[config.mk]
export PLATFORM = sky130hd
export DESIGN_NAME = decel_speed_profile_unit
export DESIGN_NICKNAME = d
export VERILOG_FILES = /design/src/dspu_pkg.sv /design/src/dspu_mul.sv /design/src/dspu_sqrt.sv /design/src/dspu_div.sv /design/src/decel_speed_profile_unit.sv
export SDC_FILE = /design/constraint.sdc
export NUM_CORES = 2
export LEC_CHECK = 0
export BUFFER_PORTS_ARGS = -buffer_cell sky130_fd_sc_hd__buf_2
export CAP_MARGIN = 0
export CORE_MARGIN = 2
export CORE_UTILIZATION = 40
export DETAILED_ROUTE_END_ITERATION = 10
export PLACE_DENSITY = 0.54
export SYNTH_ARGS = -nofsm -noshare
export SYNTH_HDL_FRONTEND = slang
export SYNTH_SLANG_ARGS = --single-unit
[constraint.sdc]
create_clock -name clk -period 14.46 [get_ports clk]
set_clock_uncertainty 0.1 [all_clocks]
set_input_delay 3.615 -clock clk [delete_from_list [all_inputs] [get_ports clk]]
set_output_delay 3.615 -clock clk [all_outputs]
set_load 0.02 [all_outputs]
[src/dspu_pkg.sv]
// Shared widths, fixed-point constants and register indexes of the speed profile unit.
// No dependencies.
package dspu_pkg;
	localparam int FRAC_BITS = 16;
	localparam int SPEED_W   = 24;
	localparam int COORD_W   = 32;
	localparam int TIME_W    = 32;
	localparam int MUL_W     = 32;
	localparam int ROOT_W    = 64;
	localparam int DEN_W     = SPEED_W + 1;
	localparam int DIV_W     = (32 + FRAC_BITS > 48) ? 32 + FRAC_BITS : 48;
	// decel * 1000 > 2^F  <=>  decel > floor(2^F / 1000)
	localparam logic [SPEED_W-1:0] TINY_LIM = SPEED_W'((1 << FRAC_BITS) / 1000);
	localparam logic [SPEED_W-1:0] DECEL_RST = 24'h008000;
	localparam logic [SPEED_W-1:0] FLOOR_RST = 24'h008000;
	localparam logic [1:0] REG_START_SPEED = 2'd0;
	localparam logic [1:0] REG_DECEL_RATE  = 2'd1;
	localparam logic [1:0] REG_FLOOR_SPEED = 2'd2;
endpackage

[src/dspu_mul.sv]
// Bit-serial shift-add multiplier, one multiplier bit per cycle.
// Standalone unit; no package use.
module dspu_mul #(
	parameter int AW = 32,
	parameter int BW = 32
) (
	input  logic              clk,
	input  logic              arst_n,
	input  logic              start,
	input  logic [AW-1:0]     a,
	input  logic [BW-1:0]     b,
	output logic              done,
	output logic [AW+BW-1:0]  prod
);
	localparam int CW = $clog2(BW);

	logic [AW-1:0] mcand_q;
	logic [AW-1:0] hi_q;
	logic [BW-1:0] lo_q;
	logic [CW-1:0] cnt_q;
	logic          busy_q;
	logic          done_q;
	logic [AW:0]   sum;

	assign sum  = {1'b0, hi_q} + (lo_q[0] ? {1'b0, mcand_q} : {(AW+1){1'b0}});
	assign done = done_q;
	assign prod = {hi_q, lo_q};

	always_ff @(posedge clk or negedge arst_n) begin
		if (!arst_n) begin
			busy_q <= 1'b0;
			done_q <= 1'b0;
			cnt_q  <= '0;
		end else begin
			done_q <= 1'b0;
			if (start) begin
				busy_q <= 1'b1;
				cnt_q  <= '0;
			end else if (busy_q) begin
				cnt_q <= cnt_q + 1'b1;
				if (cnt_q == CW'(BW - 1)) begin
					busy_q <= 1'b0;
					done_q <= 1'b1;
				end
			end
		end
	end

	always_ff @(posedge clk) begin
		if (start) begin
			mcand_q <= a;
			hi_q    <= '0;
			lo_q    <= b;
		end else if (busy_q) begin
			hi_q <= sum[AW:1];
			lo_q <= {sum[0], lo_q[BW-1:1]};
		end
	end
endmodule

[src/dspu_sqrt.sv]
// Digit-by-digit integer square root, one root bit per cycle (truncating).
// Standalone unit; no package use.
module dspu_sqrt #(
	parameter int W = 64
) (
	input  logic           clk,
	input  logic           arst_n,
	input  logic           start,
	input  logic [W-1:0]   rad,
	output logic           done,
	output logic [W/2-1:0] root
);
	localparam int HW = W / 2;
	localparam int CW = $clog2(HW);

	logic [W-1:0]  rad_q;
	logic [HW-1:0] root_q;
	logic [HW+1:0] rem_q;
	logic [CW-1:0] cnt_q;
	logic          busy_q;
	logic          done_q;
	logic [HW+3:0] r;
	logic [HW+3:0] trial;
	logic [HW+3:0] diff;
	logic          ge;

	assign r     = {rem_q, rad_q[W-1 -: 2]};
	assign trial = {2'b00, root_q, 2'b01};
	assign ge    = r >= trial;
	assign diff  = r - trial;
	assign done  = done_q;
	assign root  = root_q;

	always_ff @(posedge clk or negedge arst_n) begin
		if (!arst_n) begin
			busy_q <= 1'b0;
			done_q <= 1'b0;
			cnt_q  <= '0;
		end else begin
			done_q <= 1'b0;
			if (start) begin
				busy_q <= 1'b1;
				cnt_q  <= '0;
			end else if (busy_q) begin
				cnt_q <= cnt_q + 1'b1;
				if (cnt_q == CW'(HW - 1)) begin
					busy_q <= 1'b0;
					done_q <= 1'b1;
				end
			end
		end
	end

	always_ff @(posedge clk) begin
		if (start) begin
			rad_q  <= rad;
			root_q <= '0;
			rem_q  <= '0;
		end else if (busy_q) begin
			rem_q  <= ge ? diff[HW+1:0] : r[HW+1:0];
			root_q <= {root_q[HW-2:0], ge};
			rad_q  <= {rad_q[W-3:0], 2'b00};
		end
	end
endmodule

[src/dspu_div.sv]
// Restoring divider, one quotient bit per cycle, divisor must be nonzero.
// Standalone unit; no package use.
module dspu_div #(
	parameter int NW = 48,
	parameter int DW = 25
) (
	input  logic          clk,
	input  logic          arst_n,
	input  logic          start,
	input  logic [NW-1:0] num,
	input  logic [DW-1:0] den,
	output logic          done,
	output logic [NW-1:0] quo
);
	localparam int CW = $clog2(NW);

	logic [NW-1:0] num_q;
	logic [DW-1:0] den_q;
	logic [DW-1:0] rem_q;
	logic [CW-1:0] cnt_q;
	logic          busy_q;
	logic          done_q;
	logic [DW:0]   r;
	logic [DW:0]   diff;
	logic          ge;

	assign r    = {rem_q, num_q[NW-1]};
	assign ge   = r >= {1'b0, den_q};
	assign diff = r - {1'b0, den_q};
	assign done = done_q;
	assign quo  = num_q;

	always_ff @(posedge clk or negedge arst_n) begin
		if (!arst_n) begin
			busy_q <= 1'b0;
			done_q <= 1'b0;
			cnt_q  <= '0;
		end else begin
			done_q <= 1'b0;
			if (start) begin
				busy_q <= 1'b1;
				cnt_q  <= '0;
			end else if (busy_q) begin
				cnt_q <= cnt_q + 1'b1;
				if (cnt_q == CW'(NW - 1)) begin
					busy_q <= 1'b0;
					done_q <= 1'b1;
				end
			end
		end
	end

	always_ff @(posedge clk) begin
		if (start) begin
			num_q <= num;
			den_q <= den;
			rem_q <= '0;
		end else if (busy_q) begin
			rem_q <= ge ? diff[DW-1:0] : r[DW-1:0];
			num_q <= {num_q[NW-2:0], ge};
		end
	end
endmodule

[src/decel_speed_profile_unit.sv]
// Constant-deceleration speed profile: top level with sequencer and register port.
// Uses dspu_pkg, dspu_mul, dspu_sqrt and dspu_div.
//
// Usage: waypoints (point_x, point_y, last_point) enter on the input channel
// (in_valid/in_stall); one word per waypoint leaves on the output channel
// (point_speed, arrival_time, halted, path_end) under out_valid/out_stall.
// Registers start_speed, decel_rate and floor_speed sit at 0x0, 0x4, 0x8 of
// the APB port; write them only while no waypoint is in flight.
// One waypoint is worked at a time; in_stall is high from acceptance until
// the result is loaded into the output register.
// Work per point: the first point of a path takes one serial multiply and
// one serial divide (none if decel_rate is zero); a later point takes four
// multiplies, up to two roots and at most one divide; a point past the
// stopping distance takes none. The one-bit-per-cycle multiply, root and
// divide units are used in turn.
// The output register lets the next waypoint be taken while a result waits;
// a stalled result holds, and a finished word waits in the sequencer until
// the output register frees.
// Reset clears the path state, sets decel_rate and floor_speed to 0.5 and
// start_speed to 0; the next waypoint starts a new path.
module decel_speed_profile_unit
	import dspu_pkg::*;
(
	input  logic                      clk,
	input  logic                      arst_n,
	input  logic                      in_valid,
	output logic                      in_stall,
	input  logic signed [COORD_W-1:0] point_x,
	input  logic signed [COORD_W-1:0] point_y,
	input  logic                      last_point,
	output logic                      out_valid,
	input  logic                      out_stall,
	output logic [SPEED_W-1:0]        point_speed,
	output logic [TIME_W-1:0]         arrival_time,
	output logic                      halted,
	output logic                      path_end,
	input  logic                      psel,
	input  logic                      penable,
	input  logic                      pwrite,
	input  logic [3:0]                paddr,
	input  logic [31:0]               pwdata,
	output logic [31:0]               prdata,
	output logic                      pready
);
	typedef enum logic [3:0] {
		ST_IDLE, ST_FIRST_MUL, ST_FIRST_DIV, ST_SQ_A, ST_SQ_B, ST_SEG_ROOT,
		ST_VI_SQ, ST_DEC_MUL, ST_VF_ROOT, ST_FLOOR, ST_TIME_DIV, ST_FINISH
	} state_t;

	state_t state_q;

	logic [SPEED_W-1:0] start_speed_q, decel_q, floor_q;

	logic signed [COORD_W-1:0] x_q, y_q, prev_x_q, prev_y_q;
	logic                      last_q;
	logic [SPEED_W-1:0]        cur_speed_q, vf_q;
	logic [TIME_W-1:0]         elapsed_q;
	logic [31:0]               travelled_q, stop_dist_q, d_q, b_q;
	logic [63:0]               s_q;
	logic [47:0]               vi2_q;
	logic                      stopped_q, first_q, floored_q;

	logic               out_valid_q, halted_q, path_end_q;
	logic [SPEED_W-1:0] speed_q;
	logic [TIME_W-1:0]  time_q;

	logic                mul_go_q, sqrt_go_q, div_go_q;
	logic [MUL_W-1:0]    mul_a_q, mul_b_q;
	logic [ROOT_W-1:0]   rad_q;
	logic [DIV_W-1:0]    num_q;
	logic [DEN_W-1:0]    den_q;
	logic                mul_done, sqrt_done, div_done;
	logic [2*MUL_W-1:0]  mul_prod;
	logic [ROOT_W/2-1:0] root;
	logic [DIV_W-1:0]    quo;

	logic        wr_en, in_acc, out_free;
	logic [32:0] dx, dy;
	logic [31:0] ax, by;
	logic [64:0] seg_sum, sub;
	logic [32:0] trav_sum, el_sum;
	logic [31:0] dt_sat;
	logic        vf_low, fl_next;
	logic [SPEED_W-1:0] vf_fl;

	dspu_mul #(.AW(MUL_W), .BW(MUL_W)) u_mul (
		.clk(clk), .arst_n(arst_n), .start(mul_go_q), .a(mul_a_q), .b(mul_b_q),
		.done(mul_done), .prod(mul_prod)
	);

	dspu_sqrt #(.W(ROOT_W)) u_sqrt (
		.clk(clk), .arst_n(arst_n), .start(sqrt_go_q), .rad(rad_q),
		.done(sqrt_done), .root(root)
	);

	dspu_div #(.NW(DIV_W), .DW(DEN_W)) u_div (
		.clk(clk), .arst_n(arst_n), .start(div_go_q), .num(num_q), .den(den_q),
		.done(div_done), .quo(quo)
	);

	assign pready   = 1'b1;
	assign wr_en    = psel & penable & pwrite;
	assign in_stall = (state_q != ST_IDLE);
	assign in_acc   = in_valid & ~in_stall;
	assign out_free = ~out_valid_q | ~out_stall;

	assign out_valid    = out_valid_q;
	assign point_speed  = speed_q;
	assign arrival_time = time_q;
	assign halted       = halted_q;
	assign path_end     = path_end_q;

	always_comb begin
		case (paddr[3:2])
			REG_START_SPEED: prdata = {8'd0, start_speed_q};
			REG_DECEL_RATE:  prdata = {8'd0, decel_q};
			REG_FLOOR_SPEED: prdata = {8'd0, floor_q};
			default:         prdata = 32'd0;
		endcase
	end

	// segment deltas never exceed 2^32-1 in magnitude
	assign dx = {point_x[COORD_W-1], point_x} - {prev_x_q[COORD_W-1], prev_x_q};
	assign dy = {point_y[COORD_W-1], point_y} - {prev_y_q[COORD_W-1], prev_y_q};
	always_comb begin
		logic [32:0] nx, ny;
		nx = -dx;
		ny = -dy;
		ax = dx[32] ? nx[31:0] : dx[31:0];
		by = dy[32] ? ny[31:0] : dy[31:0];
	end

	assign seg_sum  = {1'b0, s_q} + {1'b0, mul_prod};
	assign sub      = {mul_prod, 1'b0};
	assign trav_sum = {1'b0, travelled_q} + {1'b0, d_q};
	assign vf_low   = vf_q < floor_q;
	assign vf_fl    = vf_low ? floor_q : vf_q;
	assign fl_next  = floored_q | vf_low;
	assign dt_sat   = (|quo[DIV_W-1:32]) ? 32'hFFFF_FFFF : quo[31:0];
	assign el_sum   = {1'b0, elapsed_q} + {1'b0, dt_sat};

	always_ff @(posedge clk or negedge arst_n) begin
		if (!arst_n) begin
			start_speed_q <= '0;
			decel_q       <= DECEL_RST;
			floor_q       <= FLOOR_RST;
		end else if (wr_en) begin
			case (paddr[3:2])
				REG_START_SPEED: start_speed_q <= pwdata[SPEED_W-1:0];
				REG_DECEL_RATE:  decel_q       <= pwdata[SPEED_W-1:0];
				REG_FLOOR_SPEED: floor_q       <= pwdata[SPEED_W-1:0];
				default: ;
			endcase
		end
	end

	always_ff @(posedge clk or negedge arst_n) begin
		if (!arst_n) begin
			state_q     <= ST_IDLE;
			prev_x_q    <= '0;
			prev_y_q    <= '0;
			cur_speed_q <= '0;
			elapsed_q   <= '0;
			travelled_q <= '0;
			stop_dist_q <= '0;
			stopped_q   <= 1'b0;
			first_q     <= 1'b1;
			floored_q   <= 1'b0;
			out_valid_q <= 1'b0;
			mul_go_q    <= 1'b0;
			sqrt_go_q   <= 1'b0;
			div_go_q    <= 1'b0;
		end else begin
			mul_go_q  <= 1'b0;
			sqrt_go_q <= 1'b0;
			div_go_q  <= 1'b0;
			if (state_q == ST_FINISH && out_free) begin
				out_valid_q <= 1'b1;
			end else if (out_valid_q && !out_stall) begin
				out_valid_q <= 1'b0;
			end
			case (state_q)
				ST_IDLE: begin
					if (in_acc) begin
						x_q    <= point_x;
						y_q    <= point_y;
						last_q <= last_point;
						if (first_q) begin
							cur_speed_q <= start_speed_q;
							elapsed_q   <= '0;
							travelled_q <= '0;
							stopped_q   <= 1'b0;
							floored_q   <= 1'b0;
							first_q     <= 1'b0;
							if (decel_q == '0) begin
								stop_dist_q <= 32'hFFFF_FFFF;
								state_q     <= ST_FINISH;
							end else begin
								mul_a_q  <= MUL_W'(start_speed_q);
								mul_b_q  <= MUL_W'(start_speed_q);
								mul_go_q <= 1'b1;
								state_q  <= ST_FIRST_MUL;
							end
						end else if (stopped_q) begin
							state_q <= ST_FINISH;
						end else begin
							b_q      <= by;
							mul_a_q  <= ax;
							mul_b_q  <= ax;
							mul_go_q <= 1'b1;
							state_q  <= ST_SQ_A;
						end
					end
				end
				ST_FIRST_MUL: begin
					if (mul_done) begin
						num_q    <= DIV_W'(mul_prod[47:0]);
						den_q    <= {decel_q, 1'b0};
						div_go_q <= 1'b1;
						state_q  <= ST_FIRST_DIV;
					end
				end
				ST_FIRST_DIV: begin
					if (div_done) begin
						stop_dist_q <= dt_sat;
						state_q     <= ST_FINISH;
					end
				end
				ST_SQ_A: begin
					if (mul_done) begin
						s_q      <= mul_prod;
						mul_a_q  <= b_q;
						mul_b_q  <= b_q;
						mul_go_q <= 1'b1;
						state_q  <= ST_SQ_B;
					end
				end
				ST_SQ_B: begin
					if (mul_done) begin
						if (seg_sum[64]) begin
							// sum of squares overflows: saturate the length
							d_q      <= 32'hFFFF_FFFF;
							mul_a_q  <= MUL_W'(cur_speed_q);
							mul_b_q  <= MUL_W'(cur_speed_q);
							mul_go_q <= 1'b1;
							state_q  <= ST_VI_SQ;
						end else begin
							rad_q     <= seg_sum[63:0];
							sqrt_go_q <= 1'b1;
							state_q   <= ST_SEG_ROOT;
						end
					end
				end
				ST_SEG_ROOT: begin
					if (sqrt_done) begin
						d_q      <= root;
						mul_a_q  <= MUL_W'(cur_speed_q);
						mul_b_q  <= MUL_W'(cur_speed_q);
						mul_go_q <= 1'b1;
						state_q  <= ST_VI_SQ;
					end
				end
				ST_VI_SQ: begin
					if (mul_done) begin
						vi2_q    <= mul_prod[47:0];
						mul_a_q  <= MUL_W'(decel_q);
						mul_b_q  <= d_q;
						mul_go_q <= 1'b1;
						state_q  <= ST_DEC_MUL;
					end
				end
				ST_DEC_MUL: begin
					if (mul_done) begin
						if (sub > {17'd0, vi2_q}) begin
							vf_q    <= '0;
							state_q <= ST_FLOOR;
						end else begin
							rad_q     <= {16'd0, vi2_q} - sub[63:0];
							sqrt_go_q <= 1'b1;
							state_q   <= ST_VF_ROOT;
						end
					end
				end
				ST_VF_ROOT: begin
					if (sqrt_done) begin
						vf_q    <= root[SPEED_W-1:0];
						state_q <= ST_FLOOR;
					end
				end
				ST_FLOOR: begin
					travelled_q <= trav_sum[32] ? 32'hFFFF_FFFF : trav_sum[31:0];
					stopped_q   <= (trav_sum[32] ? 32'hFFFF_FFFF : trav_sum[31:0])
						> stop_dist_q;
					cur_speed_q <= vf_fl;
					floored_q   <= fl_next;
					if (!fl_next && decel_q > TINY_LIM) begin
						num_q    <= DIV_W'(cur_speed_q - vf_fl) << FRAC_BITS;
						den_q    <= {1'b0, decel_q};
						div_go_q <= 1'b1;
						state_q  <= ST_TIME_DIV;
					end else if (vf_fl == '0) begin
						// no speed left to divide by: time saturates
						elapsed_q <= 32'hFFFF_FFFF;
						state_q   <= ST_FINISH;
					end else begin
						num_q    <= DIV_W'(d_q) << FRAC_BITS;
						den_q    <= {1'b0, vf_fl};
						div_go_q <= 1'b1;
						state_q  <= ST_TIME_DIV;
					end
				end
				ST_TIME_DIV: begin
					if (div_done) begin
						elapsed_q <= el_sum[32] ? 32'hFFFF_FFFF : el_sum[31:0];
						state_q   <= ST_FINISH;
					end
				end
				ST_FINISH: begin
					if (out_free) begin
						speed_q     <= stopped_q ? '0 : cur_speed_q;
						time_q      <= elapsed_q;
						halted_q    <= stopped_q;
						path_end_q  <= last_q;
						prev_x_q    <= x_q;
						prev_y_q    <= y_q;
						if (last_q) begin
							first_q <= 1'b1;
						end
						state_q <= ST_IDLE;
					end
				end
				default: state_q <= ST_IDLE;
			endcase
		end
	end
endmodule

==> flow_summary.json <==
{
  "cp-end-kind": "output port",
  "r2r_end": "mul_b_q[24]",
  "fmax_ghz": 0.107,
  "cts_root_buf": "clkbuf_16",
  "ant_nets": 0,
  "path_class": "in -> out",
  "wl_per_cell_um": 22.5,
  "cp_max_fo": 28,
  "irDropWorstVdd_mv": 0.167,
  "antenna_found_initial": 8,
  "pwr_density_cell_mw_per_mm2": 240,
  "yosysTopAreaCell": "edfxtp_1",
  "hold_path_end": "u_mul.mcand_q[24]",
  "post_route_cells_drive_above_1_share_pct": 10.8,
  "reg2regPathDepth": 14,
  "clkPwrFrac_pct": 19.5,
  "synth_enable_flop_cells": 725,
  "clock_sinks": 1137,
  "worst_path_most_repeated_cell": "buf_2",
  "cts_setup_buffers": 0,
  "min_period_over_period_pct": 64.5,
  "syn_to_final_growth_pct": 11.6,
  "critPathLaunchType": "input pin",
  "dp_hpwl_um": 155000,
  "htree_levels": 4,
  "routed_wl_um": 206000,
  "ys_warn_count": 0,
  "slowest_stage": "nor2b_1",
  "ys_types": 98,
  "holdWs_ps": 315,
  "hp-start": "mul_a_q[24]",
  "grt_max_degree": 126,
  "muxShareOfSynthArea_pct": 5.07,
  "slowest_delay_ps": 580,
  "timing.rr.start": "u_mul.lo_q[1]",
  "rsz0062_at_grt": "false",
  "netlist_top_cells_count": "edfxtp_1 (725), nand2_1 (689), o21ai_0 (514)",
  "grt_pass1_vias": 48100,
  "cts_buffers": 137,
  "synth_most_common_cell": "edfxtp_1",
  "crit_chain": "buf_2, nor2b_1, buf_4, nand2_1, o21ai_0, buf_2",
  "maxSlewHeadroom_pct": 17.1,
  "grt.total_usage_pct": 23.7,
  "syn-cell-area_mm2": 0.0672,
  "max_slew.worst_pin.slew_ps": 1210,
  "avgSynthCellArea_um2": 9.98,
  "slew_viol_final": 0,
  "cts.repair.resized": 0,
  "whs_path_depth": 0,
  "grt_overflow": 0,
  "portBuffers": 181,
  "dr.pass1.iters": 5,
  "row_count": 150,
  "async_reset_ff_share_pct": 25.4,
  "core_area_mm2": 0.167,
  "vias_per_cell": 5.58,
  "arrival_ps": 5620,
  "fp.dieH_um": 414,
  "synth_ff_type": "edfxtp_1",
  "yosysTopAreaCellShare_pct": 32.4,
  "setup_viol": 0,
  "clock_latency_ps": 810,
  "power_leakage_nw": 30.5,
  "p_seq_share_pct": 29.2,
  "ys_seq_area_share_pct": 46.9,
  "power_switching_w": 0.00781,
  "worstPathRequired_ps": 10740,
  "tns_ps": 0,
  "synth_seq_cells": 1137,
  "fp.dieW_um": 414,
  "cts_max_path_buffers": 3,
  "critical_path.top_delay_family": "buffers and inverters",
  "ff2ff_setup_slack_ps": 7820,
  "gp_congestion": 0.922,
  "synth_adder_area_share_pct": 8.89,
  "path_buf_inv": 3,
  "drc_errors": 0,
  "outcome": "complete, no violations",
  "clkTransAtPathRegs_ps": 60,
  "cts_tree": "done",
  "initial_utilization_pct": 40.2,
  "period_needed_ps": 9330,
  "synth-xor-area-share_pct": 4.66,
  "p_comb_share_pct": 51.3,
  "swShare_pct": 43.5,
  "synth_top_family_by_area": "compound AO/OA/AOI/OAI gates",
  "hold_class": "reg -> reg",
  "nNetsFinal": 7409,
  "num_vias": 51100,
  "synth_compound_area_share_pct": 17.0,
  "die_area_mm2": 0.171,
  "p_int_w": 0.0102,
  "cts_hold_buffers": 0,
  "synth_simple_gate_area_share_pct": 13.6,
  "drt_first_iter_violations": 4171,
  "ios": 201,
  "synth_area_leaders": "edfxtp_1 (32%), dfrtp_1 (11%), ha_1 (8.6%)",
  "maxCapViolations": 0,
  "syn_inst": 6730,
  "hold_viol": 0,
  "grt_pass1_wl_um": 308000
}
==> worst max path at each step <==
stage | from | end | slack, ps | cells after the start
floorplan | arst_n | den_q[0] | 2650 | 1
global placement | paddr[3] | prdata[22] | 5240 | 6
detailed placement | paddr[3] | prdata[22] | 5210 | 6
CTS | paddr[3] | prdata[22] | 5200 | 6
global route | paddr[3] | prdata[21] | 5050 | 6
finish | paddr[3] | prdata[22] | 5130 | 6
==> cell type report <==
cell class | count | area [µm²]
sequential | 1137 | 31500
clock inverter | 69 | 767
antenna | 9 | 22.5
timing repair buffer | 250 | 1450
fill | 16000 | 92100
tap | 2204 | 2760
clock buffer | 185 | 3780
inverter | 381 | 1430
multi-input combinational | 4922 | 33300
==> layout by cell type (no fill, tap or decap), types with 24 or more instances in the layout <==
cell type	count
a21boi_0	25
dfxtp_1	123
xor2_1	124
a21oi_1	469
clkbuf_1	35
nor4_1	37
nand3_1	78
clkbuf_16	141
nor3_1	123
nor2_1	485
or3_1	24
dfrtp_1	281
inv_1	377
edfxtp_1	725
o211ai_1	47
a31oi_1	50
nand2b_1	82
buf_4	68
o31ai_1	27
a21o_1	237
o21bai_1	53
xnor2_1	230
and2_1	64
or2_2	59
and3_1	78
o21ai_0	514
ha_1	463
a211oi_1	97
nand2_1	687
o21a_1	61
nor2b_1	90
buf_2	180
nand4_1	63
mux2_2	171
mux2i_1	148
==> kinds of logic after synthesis <==
group,count (synthesis)
simple gates,1951
buf+inv,678
mux,319
fa+ha+maj,472
compound gates,1815
flops,1137
other cells,2
xor+xnor,356
==> stage by stage <==
step | utilization, % | power [W] | instances | area [µm²] | setup WS (ps)
floorplan | - | 0.0117 | 6737 | 67200 | 2650
global placement | 42.1 | 0.0143 | 8894 | 70400 | 5240
detailed placement | 42.1 | 0.0144 | 8894 | 70400 | 5210
CTS | 44.9 | 0.0180 | 9148 | 74900 | 5200
global route | 44.9 | 0.0193 | 9149 | 74900 | 5050
finish | 44.9 | 0.0180 | 9157 | 75000 | 5130
==> layer usage <==
layer,vias up,global-route usage (%),part of all wire (%)
li1,24600,-,-
met1,24800,33.9,47
met2,1486,36.5,44
met3,301,3.26,5.3
met4,2,8.92,3.7
met5,-,0,0.0078
==> flip-flops by register name (all words and copies together), names as in the netlist, 34 cells and up <==
name	cells
num_q	48
rad_q	64
vi2_q	48
u_sqrt.rad_q	64
u_sqrt.rem_q	34
s_q	64
u_div.quo	48
==> power groups by stage <==
stage,Combinational (W),Sequential (W),Clock [W]
floorplan,0.00672,0.00494,0
global placement,0.00903,0.00530,0
detailed placement,0.00913,0.00531,0
CTS,0.00918,0.00525,0.00359
global route,0.0102,0.00533,0.00370
finish,0.00922,0.00525,0.00350
Note: power is estimated with default switching activity, not from simulation.
